`src/wpid_pkg.sv`:
```
package wpid_pkg;

    localparam int COUNTS_PER_REV = 400;
    localparam int WINDOW_HALF    = 50;
    localparam int FREQ_LIMIT     = 1500;
    localparam int SETTLE_MAG     = 50;
    localparam int SETTLE_ERR     = 2;
    localparam int TIMER_CLOCK    = 1000000;
    localparam int RELOAD_MAX     = 499999;

    localparam int WIN_LO = COUNTS_PER_REV / 2 - WINDOW_HALF;
    localparam int WIN_HI = COUNTS_PER_REV / 2 + WINDOW_HALF;

    localparam int IN_W     = 16;
    localparam int OUT_W    = 40;
    localparam int GAIN_W   = 16;
    localparam int POS_W    = 9;
    localparam int ERR_W    = 11;
    localparam int FREQ_W   = 11;
    localparam int RELOAD_W = 19;

    // count reduction: 400 = 16 * 25, drop the low four bits and take the odd
    // factor out by reciprocal multiplication (exact for a 12-bit operand)
    localparam int MOD_SHIFT = 4;
    localparam int MOD_ODD   = COUNTS_PER_REV >> MOD_SHIFT;
    localparam int MOD_FRAC  = 16;
    localparam int MOD_RECIP = ((1 << MOD_FRAC) + MOD_ODD - 1) / MOD_ODD;
    localparam int RECIP_W   = 12;
    localparam int HI_W      = IN_W - MOD_SHIFT;
    localparam int QMOD_W    = HI_W + RECIP_W - MOD_FRAC;

    // reload divider: 20-bit dividend, 11-bit divisor, one quotient bit per cycle
    localparam int DVD_W     = 20;
    localparam int DSR_W     = 11;
    localparam int DIV_STEPS = DVD_W;
    localparam int CNT_W     = 5;

    localparam logic [1:0] REG_GAIN_P = 2'd0;
    localparam logic [1:0] REG_GAIN_I = 2'd1;
    localparam logic [1:0] REG_GAIN_D = 2'd2;
    localparam logic [1:0] REG_TARGET = 2'd3;

    localparam logic [1:0] MUL_P = 2'd0;
    localparam logic [1:0] MUL_I = 2'd1;
    localparam logic [1:0] MUL_D = 2'd2;

    typedef struct packed {
        logic       load_in;
        logic       div_step;
        logic       win_load;
        logic       mul_en;
        logic [1:0] mul_sel;
        logic       acc_load;
        logic       acc_add;
        logic       commit;
        logic       eval;
        logic       rel_load;
        logic       out_load;
    } wpid_cmd_t;

    typedef struct packed {
        logic in_window;
        logic need_div;
    } wpid_stat_t;

endpackage

```
`src/wpid_div.sv`:
```
module wpid_div (
    input  logic                       clk,
    input  logic                       start,
    input  logic                       step,
    input  logic [wpid_pkg::DVD_W-1:0] dividend,
    input  logic [wpid_pkg::DSR_W-1:0] divisor,
    output logic [wpid_pkg::DVD_W-1:0] quotient
);
    import wpid_pkg::*;

    logic [DVD_W-1:0] dvd_reg;
    logic [DVD_W-1:0] dvd_next;
    logic [DSR_W-1:0] rem_reg;
    logic [DSR_W-1:0] rem_next;
    logic [DSR_W-1:0] dsr_reg;
    logic [DSR_W-1:0] dsr_next;
    logic [DSR_W:0]   shifted;
    logic [DSR_W+1:0] trial;

    // restoring step: shift in the next dividend bit, subtract if it fits
    always_comb
    begin
        shifted  = {rem_reg, dvd_reg[DVD_W-1]};
        trial    = {1'b0, shifted} - {2'b00, dsr_reg};
        dvd_next = dvd_reg;
        rem_next = rem_reg;
        dsr_next = dsr_reg;
        if (start)
        begin
            dvd_next = dividend;
            rem_next = '0;
            dsr_next = divisor;
        end
        else if (step)
        begin
            if (!trial[DSR_W+1])
            begin
                rem_next = trial[DSR_W-1:0];
                dvd_next = {dvd_reg[DVD_W-2:0], 1'b1};
            end
            else
            begin
                rem_next = shifted[DSR_W-1:0];
                dvd_next = {dvd_reg[DVD_W-2:0], 1'b0};
            end
        end
    end

    always_ff @(posedge clk)
    begin
        dvd_reg <= dvd_next;
        rem_reg <= rem_next;
        dsr_reg <= dsr_next;
    end

    assign quotient = dvd_reg;

endmodule

```
`src/wpid_ctrl.sv`:
```
module wpid_ctrl (
    input  logic                  clk,
    input  logic                  rst_n,
    input  logic                  s_tvalid,
    output logic                  s_tready,
    output logic                  m_tvalid,
    input  logic                  m_tready,
    input  wpid_pkg::wpid_stat_t  stat,
    output wpid_pkg::wpid_cmd_t   cmd
);
    import wpid_pkg::*;

    localparam logic [3:0] S_IDLE = 4'd0;
    localparam logic [3:0] S_MOD  = 4'd1;
    localparam logic [3:0] S_WIN  = 4'd2;
    localparam logic [3:0] S_M0   = 4'd3;
    localparam logic [3:0] S_M1   = 4'd4;
    localparam logic [3:0] S_M2   = 4'd5;
    localparam logic [3:0] S_ACC  = 4'd6;
    localparam logic [3:0] S_EVAL = 4'd7;
    localparam logic [3:0] S_DIV  = 4'd8;
    localparam logic [3:0] S_REL  = 4'd9;
    localparam logic [3:0] S_OUT  = 4'd10;

    logic [3:0]       state_reg;
    logic [3:0]       state_next;
    logic [CNT_W-1:0] cnt_reg;
    logic [CNT_W-1:0] cnt_next;
    logic             m_tvalid_reg;
    logic             m_tvalid_next;
    logic             last_step;

    assign last_step = (cnt_reg == CNT_W'(DIV_STEPS - 1));

    always_comb
    begin
        cmd        = '0;
        state_next = state_reg;
        cnt_next   = cnt_reg;
        s_tready   = 1'b0;
        unique case (state_reg)
            S_IDLE:
            begin
                s_tready = 1'b1;
                if (s_tvalid)
                begin
                    cmd.load_in = 1'b1;
                    cnt_next    = '0;
                    state_next  = S_MOD;
                end
            end
            S_MOD:
            begin
                // let the reduction quotient settle in the datapath
                state_next = S_WIN;
            end
            S_DIV:
            begin
                cmd.div_step = 1'b1;
                cnt_next     = cnt_reg + 1'b1;
                if (last_step)
                begin
                    state_next = S_REL;
                end
            end
            S_WIN:
            begin
                cmd.win_load = 1'b1;
                state_next   = stat.in_window ? S_M0 : S_OUT;
            end
            S_M0:
            begin
                cmd.mul_en  = 1'b1;
                cmd.mul_sel = MUL_P;
                state_next  = S_M1;
            end
            S_M1:
            begin
                cmd.mul_en   = 1'b1;
                cmd.mul_sel  = MUL_I;
                cmd.acc_load = 1'b1;
                state_next   = S_M2;
            end
            S_M2:
            begin
                cmd.mul_en  = 1'b1;
                cmd.mul_sel = MUL_D;
                cmd.acc_add = 1'b1;
                state_next  = S_ACC;
            end
            S_ACC:
            begin
                cmd.acc_add = 1'b1;
                cmd.commit  = 1'b1;
                state_next  = S_EVAL;
            end
            S_EVAL:
            begin
                cmd.eval = 1'b1;
                cnt_next = '0;
                state_next = stat.need_div ? S_DIV : S_OUT;
            end
            S_REL:
            begin
                cmd.rel_load = 1'b1;
                state_next   = S_OUT;
            end
            S_OUT:
            begin
                // hold until the output register is free
                if (!m_tvalid_reg || m_tready)
                begin
                    cmd.out_load = 1'b1;
                    state_next   = S_IDLE;
                end
            end
            default:
            begin
                state_next = S_IDLE;
            end
        endcase
    end

    always_comb
    begin
        if (cmd.out_load)
        begin
            m_tvalid_next = 1'b1;
        end
        else if (m_tready)
        begin
            m_tvalid_next = 1'b0;
        end
        else
        begin
            m_tvalid_next = m_tvalid_reg;
        end
    end

    always_ff @(posedge clk or negedge rst_n)
    begin
        if (!rst_n)
        begin
            state_reg    <= S_IDLE;
            cnt_reg      <= '0;
            m_tvalid_reg <= 1'b0;
        end
        else
        begin
            state_reg    <= state_next;
            cnt_reg      <= cnt_next;
            m_tvalid_reg <= m_tvalid_next;
        end
    end

    assign m_tvalid = m_tvalid_reg;

endmodule

```
`src/wpid_dp.sv`:
```
module wpid_dp (
    input  logic                       clk,
    input  logic                       rst_n,
    input  logic [wpid_pkg::IN_W-1:0]  s_tdata,
    output logic [wpid_pkg::OUT_W-1:0] m_tdata,
    input  logic                       cfg_wen,
    input  logic [1:0]                 cfg_index,
    input  logic [wpid_pkg::GAIN_W-1:0] cfg_data,
    input  wpid_pkg::wpid_cmd_t        cmd,
    output wpid_pkg::wpid_stat_t       stat
);
    import wpid_pkg::*;

    logic [GAIN_W-1:0]   gain_p_reg;
    logic [GAIN_W-1:0]   gain_i_reg;
    logic [GAIN_W-1:0]   gain_d_reg;
    logic [POS_W-1:0]    target_reg;
    logic [GAIN_W-1:0]   error_sum_reg;
    logic [GAIN_W-1:0]   prev_err_reg;

    logic [IN_W-1:0]     raw_reg;
    logic [QMOD_W-1:0]   q_mod_reg;
    logic [ERR_W-1:0]    err_reg;
    logic [GAIN_W-1:0]   prod_reg;
    logic [GAIN_W-1:0]   acc_reg;
    logic [GAIN_W-1:0]   acc_next;

    logic                res_win_reg;
    logic                res_rev_reg;
    logic                res_set_reg;
    logic                res_men_reg;
    logic [FREQ_W-1:0]   res_freq_reg;
    logic [RELOAD_W-1:0] res_rel_reg;
    logic                res_rv_reg;
    logic                res_dz_reg;
    logic [OUT_W-1:0]    tdata_reg;

    logic [DVD_W-1:0]    div_dividend;
    logic [DSR_W-1:0]    div_divisor;
    logic [DVD_W-1:0]    quotient;
    logic                div_start;

    logic [HI_W-1:0]     raw_hi;
    logic [HI_W+RECIP_W-1:0] recip_prod;
    logic [HI_W-1:0]     odd_prod;
    logic [HI_W-1:0]     odd_rem;
    logic [POS_W-1:0]    pos;
    logic [ERR_W-1:0]    err;
    logic [GAIN_W-1:0]   err16;
    logic [GAIN_W-1:0]   sum_new;
    logic [GAIN_W-1:0]   diff16;
    logic [GAIN_W-1:0]   mul_a;
    logic [GAIN_W-1:0]   mul_b;
    logic [2*GAIN_W-1:0] mul_full;
    logic [GAIN_W:0]     mag;
    logic [FREQ_W-1:0]   mag_clamp;
    logic                done;
    logic [DVD_W-1:0]    q_minus;

    // configuration registers
    always_ff @(posedge clk or negedge rst_n)
    begin
        if (!rst_n)
        begin
            gain_p_reg <= GAIN_W'(18);
            gain_i_reg <= '0;
            gain_d_reg <= GAIN_W'(2);
            target_reg <= POS_W'(198);
        end
        else if (cfg_wen)
        begin
            unique case (cfg_index)
                REG_GAIN_P: gain_p_reg <= cfg_data;
                REG_GAIN_I: gain_i_reg <= cfg_data;
                REG_GAIN_D: gain_d_reg <= cfg_data;
                REG_TARGET: target_reg <= cfg_data[POS_W-1:0];
                default:    ;
            endcase
        end
    end

    // count modulo one revolution: low bits pass, the odd factor comes from
    // a registered reciprocal quotient
    assign raw_hi     = raw_reg[IN_W-1:MOD_SHIFT];
    assign recip_prod = raw_hi * RECIP_W'(MOD_RECIP);
    assign odd_prod   = {{(HI_W-QMOD_W){1'b0}}, q_mod_reg} * HI_W'(MOD_ODD);
    assign odd_rem    = raw_hi - odd_prod;
    assign pos        = {odd_rem[POS_W-MOD_SHIFT-1:0], raw_reg[MOD_SHIFT-1:0]};

    // the divider forms the timer reload once the drive magnitude is known
    assign div_start    = cmd.eval;
    assign div_dividend = DVD_W'(TIMER_CLOCK);
    assign div_divisor  = mag_clamp;

    wpid_div u_div (
        .clk       (clk),
        .start     (div_start),
        .step      (cmd.div_step),
        .dividend  (div_dividend),
        .divisor   (div_divisor),
        .quotient  (quotient)
    );

    assign stat.in_window = (pos > POS_W'(WIN_LO)) && (pos < POS_W'(WIN_HI));
    assign err            = {2'b00, target_reg} - {2'b00, pos};

    assign err16   = {{(GAIN_W-ERR_W){err_reg[ERR_W-1]}}, err_reg};
    assign sum_new = error_sum_reg + err16;
    assign diff16  = err16 - prev_err_reg;

    // only the low 16 bits of each product reach the truncated output
    always_comb
    begin
        unique case (cmd.mul_sel)
            MUL_P:
            begin
                mul_a = gain_p_reg;
                mul_b = err16;
            end
            MUL_I:
            begin
                mul_a = gain_i_reg;
                mul_b = sum_new;
            end
            default:
            begin
                mul_a = gain_d_reg;
                mul_b = diff16;
            end
        endcase
    end

    assign mul_full = mul_a * mul_b;

    always_comb
    begin
        acc_next = acc_reg;
        if (cmd.acc_load)
        begin
            acc_next = prod_reg;
        end
        else if (cmd.acc_add)
        begin
            acc_next = acc_reg + prod_reg;
        end
    end

    // magnitude of the truncated output; the most negative value gives 32768
    assign mag       = acc_reg[GAIN_W-1] ? ((GAIN_W+1)'(1) << GAIN_W) - {1'b0, acc_reg}
                                         : {1'b0, acc_reg};
    assign mag_clamp = (mag > (GAIN_W+1)'(FREQ_LIMIT)) ? FREQ_W'(FREQ_LIMIT)
                                                      : mag[FREQ_W-1:0];
    assign done      = (mag_clamp <= FREQ_W'(SETTLE_MAG))
                       && ($signed(err_reg) <= $signed(ERR_W'(SETTLE_ERR)));
    assign stat.need_div = !done && (mag_clamp != '0);
    assign q_minus   = quotient - 1'b1;

    always_ff @(posedge clk)
    begin
        if (cmd.load_in)
        begin
            raw_reg <= s_tdata;
        end
        q_mod_reg <= recip_prod[HI_W+RECIP_W-1:MOD_FRAC];
        if (cmd.win_load)
        begin
            err_reg      <= err;
            res_win_reg  <= 1'b0;
            res_rev_reg  <= 1'b0;
            res_set_reg  <= 1'b0;
            res_men_reg  <= 1'b0;
            res_freq_reg <= '0;
            res_rel_reg  <= '0;
            res_rv_reg   <= 1'b0;
            res_dz_reg   <= 1'b0;
        end
        if (cmd.mul_en)
        begin
            prod_reg <= mul_full[GAIN_W-1:0];
        end
        acc_reg <= acc_next;
        if (cmd.eval)
        begin
            res_win_reg  <= 1'b1;
            res_rev_reg  <= acc_reg[GAIN_W-1] || (acc_reg == '0);
            res_set_reg  <= done;
            res_men_reg  <= !done;
            res_freq_reg <= mag_clamp;
            res_rv_reg   <= !done;
            res_dz_reg   <= !done && (mag_clamp == '0);
            res_rel_reg  <= (!done && (mag_clamp == '0)) ? RELOAD_W'(RELOAD_MAX) : '0;
        end
        if (cmd.rel_load)
        begin
            res_rel_reg <= q_minus[RELOAD_W:1];
        end
        if (cmd.out_load)
        begin
            tdata_reg <= {{(OUT_W-36){1'b0}}, res_dz_reg, res_rv_reg, res_rel_reg,
                          res_freq_reg, res_men_reg, res_set_reg, res_rev_reg,
                          res_win_reg};
        end
    end

    // integral and last error advance only when the step ran
    always_ff @(posedge clk or negedge rst_n)
    begin
        if (!rst_n)
        begin
            error_sum_reg <= '0;
            prev_err_reg  <= '0;
        end
        else if (cmd.commit)
        begin
            error_sum_reg <= sum_new;
            prev_err_reg  <= err16;
        end
    end

    assign m_tdata = tdata_reg;

endmodule

```
`src/windowed_pid_stepper_rate.sv`:
```
// Outside the window a result goes from the window check straight to the output; inside
// it the shared multiplier forms the P, I and D terms in turn, then the 20-step reload
// divider runs unless the step settled or the frequency is zero. One item at a time: no
// new input is taken until the last result is in the output register, and a finished
// result may wait for m_tready.
// Reset (rst_n, asynchronous, active low) restores gains, setpoint, integral, last error.
module windowed_pid_stepper_rate (
    input  logic                        clk,
    input  logic                        rst_n,
    input  logic                        s_tvalid,
    output logic                        s_tready,
    input  logic [wpid_pkg::IN_W-1:0]   s_tdata,  // [15:0] raw_count
    output logic                        m_tvalid,
    input  logic                        m_tready,
    // [0] in_window, [1] reverse_dir, [2] settled, [3] motor_enable,
    // [14:4] drive_freq, [33:15] reload_value, [34] reload_valid, [35] div_zero
    output logic [wpid_pkg::OUT_W-1:0]  m_tdata,
    input  logic                        cfg_wen,
    input  logic [1:0]                  cfg_index,
    input  logic [wpid_pkg::GAIN_W-1:0] cfg_data
);
    import wpid_pkg::*;

    wpid_cmd_t  cmd;
    wpid_stat_t stat;

    wpid_ctrl u_ctrl (
        .clk      (clk),
        .rst_n    (rst_n),
        .s_tvalid (s_tvalid),
        .s_tready (s_tready),
        .m_tvalid (m_tvalid),
        .m_tready (m_tready),
        .stat     (stat),
        .cmd      (cmd)
    );

    wpid_dp u_dp (
        .clk       (clk),
        .rst_n     (rst_n),
        .s_tdata   (s_tdata),
        .m_tdata   (m_tdata),
        .cfg_wen   (cfg_wen),
        .cfg_index (cfg_index),
        .cfg_data  (cfg_data),
        .cmd       (cmd),
        .stat      (stat)
    );

    // one item at a time: no second transaction straight after an accepted one
    a_one_at_a_time: assert property (@(posedge clk) disable iff (!rst_n)
        s_tvalid && s_tready |=> !s_tready)
        else $error("input taken while an item is in progress");

    a_outside_zero: assert property (@(posedge clk) disable iff (!rst_n)
        m_tvalid && !m_tdata[0] |-> m_tdata[35:0] == 36'd0)
        else $error("result outside window is not all zero");

    a_settled_quiet: assert property (@(posedge clk) disable iff (!rst_n)
        m_tvalid && m_tdata[2] |-> !m_tdata[3] && !m_tdata[34] && !m_tdata[35]
                                   && m_tdata[33:15] == '0)
        else $error("settled result drives the motor or reload");

    a_div_zero_sat: assert property (@(posedge clk) disable iff (!rst_n)
        m_tvalid && m_tdata[35] |-> m_tdata[33:15] == RELOAD_W'(RELOAD_MAX)
                                    && m_tdata[14:4] == '0)
        else $error("div_zero without saturated reload");

endmodule

```
`config.mk`:
```
export PLATFORM = sky130hd
export DESIGN_NAME = windowed_pid_stepper_rate
export DESIGN_NICKNAME = d
export VERILOG_FILES = /design/src/wpid_pkg.sv /design/src/wpid_div.sv /design/src/wpid_ctrl.sv /design/src/wpid_dp.sv /design/src/windowed_pid_stepper_rate.sv
export SDC_FILE = /design/constraint.sdc
export NUM_CORES = 1
export LEC_CHECK = 0
export ABC_AREA = 1
export BUFFER_PORTS_ARGS = -buffer_cell sky130_fd_sc_hd__buf_2
export CAP_MARGIN = 10
export CORE_MARGIN = 2
export CORE_UTILIZATION = 40
export CTS_CLUSTER_SIZE = 10
export DETAILED_ROUTE_END_ITERATION = 6
export PLACE_DENSITY = 0.58
export SLEW_MARGIN = 0
export SYNTH_ARGS = -nofsm -noshare
export SYNTH_HDL_FRONTEND = slang
export SYNTH_HIERARCHICAL = 1
export SYNTH_SLANG_ARGS = --single-unit
```
`constraint.sdc`:
```
create_clock -name clk -period 7.05 [get_ports clk]
set_clock_uncertainty 0.2 [all_clocks]
set_input_delay 1.0575 -clock clk [delete_from_list [all_inputs] [get_ports clk]]
set_output_delay 1.0575 -clock clk [all_outputs]
set_load 0.03 [all_outputs]
```
==> summary.md <==
| Metric | Value |
|---|---|
| Chip Width | `approximately 230 µm` |
| Ant. Diodes | `0` |
| Post-Route WL | `around 50,000 µm` |
| DRC viols | `0` |
| Flops & latches, synth | `roughly 270` |
| WP buf/inv | `6` |
| Slew margin rel. | `25.8%` |
| Crit path DAT | `between 6 and 7 ns` |
| Clock Tree Root | `clkbuf_16` |
| Slowest cell on crit path | `fa_1` |
| Final min period | `~6.9 ns` |
| RSZ-0062 raised after global routing | `yes` |
| Setup TNS | `0 ns` |
| DR vias/cell | `about 4.8` |
| CTS tree | `done` |
| Global Route Usage Sum | `between 10% and 20%` |
| Most frequent cell after synthesis | `nand2_1` |
| Synth Area in Compound Gates | `roughly 7.5%` |
| Leading area contributor after synthesis | `edfxtp_1` |
| Share of layout cells above drive strength 1 | `16.7%` |
| CP required | `~7 ns` |
| Port Buf Inserts | `76` |
| Dpl ws | `-0.159 ns` |
| Initial Util | `slightly above 40%` |
| Post-DP HPWL | `roughly 39,000 µm` |
| Util after Layout | `between 40% and 50%` |
| F_max | `145 MHz` |
| Period utilisation layout | `between 90% and 100%` |
| Async SR Flop Fraction | `34.7%` |
| Mapped Area | `between 20,000 and 25,000 µm²` |
| Wire per inst | `roughly 14 µm` |
| Mean post-synth cell area | `approximately 8.4 µm²` |
| Layout overhead on the synthesized area | `19.2%` |
| Reg area | `approximately 7400 µm²` |
| Die height | `about 230 µm` |
| Sequential-to-total area share from yosys stat | `around 35%` |
| Clk buf depth | `3` |
| Initial antenna violation count | `0` |
| Vias in the first global route | `about 17,000` |
| Final hold violation count | `0` |
| Endpoints failing setup | `0` |
| Largest family of logic cells by synthesized area | `adder cells` |
| Iter 0 DRT Violations | `approximately 780` |
| Worst setup EP type | `flip-flop` |
| Top-area cell type share of the netlist area | `a little under a quarter` |
| Reg clk slew, reported paths | `approximately 0.060 ns` |
| CP Class | `flip-flop to flip-flop` |
| Main synth FF type | `edfxtp_1` |
| Max incr delay on CP | `roughly 0.56 ns` |
| Outcome | `finished clean` |
| Largest net degree at the start of global routing | `about 70` |
| Warnings, synthesis | `6` |
| Die ar. | `between 50,000 and 60,000 µm²` |
| Synth unique cells | `56` |
| Synth area leaders | `edfxtp_1 23%, fa_1 12%, ha_1 11%` |
| Syn Inst Count | `2,497` |
| Slew Limit Fails | `0` |
| First-pass GRT wire length | `roughly 80,000 µm` |
| Slew @ Worst Pin | `approximately 1.1 ns` |
| Post-synthesis adder-cell area fraction | `23.6%` |
| Area of the multi-input gates | `around 12,000 µm²` |
| Vias | `about 17,000` |
| Filler instances | `4,864` |
| Synth Area in Simple Gates | `a little over a fifth` |
| Net count, final | `3,117` |
| Row cnt | `83` |
| Top post-synthesis cells by count | `583 x nand2_1, 453 x inv_1, 204 x nor2_1, 192 x ha_1, 158 x edfxtp_1` |
| Worst hold path class | `flip-flop to flip-flop` |
| Min setup slack post-route | `0.167 ns` |
| Core area | `approximately 52,000 µm²` |
| Post-synthesis mux area share | `0%` |
| Hold Buf Count CTS | `0` |
| I/O Pins | `81` |
| Total congestion overflow | `0` |
| Max-cap violations | `0` |
| Num CTS Buffers | `35` |
| DRT Pass-1 Iters | `7` |
| GPL Wtd Cong | `0.850` |
| Post-synth EDFFs | `158` |
| Cell family with most CP delay | `adder cells` |
| Max reg flops | `35` |
| Synth Area in XOR/XNOR | `under 10%` |
| CTS Sinks | `about 270` |
| H-Tree Depth | `2` |
| CP Max Fanout | `4` |
| DRT antenna net count | `0` |
| Skew-Pair Late Insertion Delay | `0.54 ns` |
| Worst Setup Start Kind | `flip-flop` |
==> per-layer routing <==
layer / wire (µm) / track usage [%] / up-vias
met5: 0 / 0 / -
met4: 970 / 4.64 / 0
met1: 22700 / 24.5 / 7807
met2: 24300 / 33.2 / 257
met3: 1680 / 2.36 / 70
li1: - / - / 8454
==> per-stage QoR <==
stage | instances | area, µm² | hold slack, ns
final | 3465 | 25000 | 0.213
after global routing | 3465 | 25000 | 0.230
after CTS | 3456 | 24700 | 0.211
after detailed placement | 3385 | 23400 | 0.205
after global placement | 3385 | 23400 | 0.206
after floorplan | 2519 | 21100 | 0.200
==> logic make-up after synthesis <==
logic type / Yosys count
flip-flops: 268
AO/OA/AOI/OAI: 284
AND/OR/NAND/NOR: 1033
adder cells (fa/ha/maj): 319
XOR/XNOR: 71
other: 2
buffers and inverters: 520
==> repair_timing <==
action	in CTS	in global routing
cloned	0	0
gates resized for setup	15	76
buffers inserted	8	9
pin swaps	6	45
endpoints found under the setup margin	1	3
==> final cells by class <==
type	instances	share of cell area [%]
Timing Repair Buffer	250	7.10
Sequential cell	268	29.7
Inverter	473	7.15
Multi-Input combinational cell	1731	48.0
Clock buffer	53	3.89
Clock inverter	10	0.755
Tap cell	680	3.40
==> cell usage in the layout (no fill, tap or decap), types with 21 or more instances in the layout <==
master | synthesis | final
buf_2 | 8 | 75
nor2_1 | 204 | 198
inv_1 | 453 | 444
inv_2 | 14 | 23
buf_4 | 7 | 166
clkbuf_16 | 0 | 35
conb_1 | 2 | 24
nand2_1 | 583 | 561
nand4_1 | 21 | 21
xnor2_1 | 22 | 21
edfxtp_1 | 158 | 158
ha_1 | 192 | 177
fa_1 | 127 | 123
xor2_1 | 48 | 48
nand2_2 | 21 | 41
nand3_1 | 129 | 121
o21ai_0 | 127 | 122
dfrtp_1 | 86 | 85
a21oi_1 | 91 | 84
==> path summary, 6_finish.rpt <==
check	slack (ns)	depth (start not counted)	endpoint	startpoint
min in group asynchronous	0.22	1	u_dp/gain_d_reg[9]	rst_n
worst min-delay path	0.21	0	u_dp/m_tdata[12]	u_dp/res_freq_reg[8]
max in group asynchronous	5.15	2	u_ctrl/state_reg[0]	rst_n
worst min register to register	0.21	0	u_dp/m_tdata[12]	u_dp/res_freq_reg[8]
worst max-delay path	0.17	33	u_dp/prod_reg[15]	u_dp/err_reg[3]
worst max register to register	0.17	33	u_dp/prod_reg[15]	u_dp/err_reg[3]
Power is not shown: default switching activity piles up to over one toggle a cycle in this logic, so the estimate is an artifact.
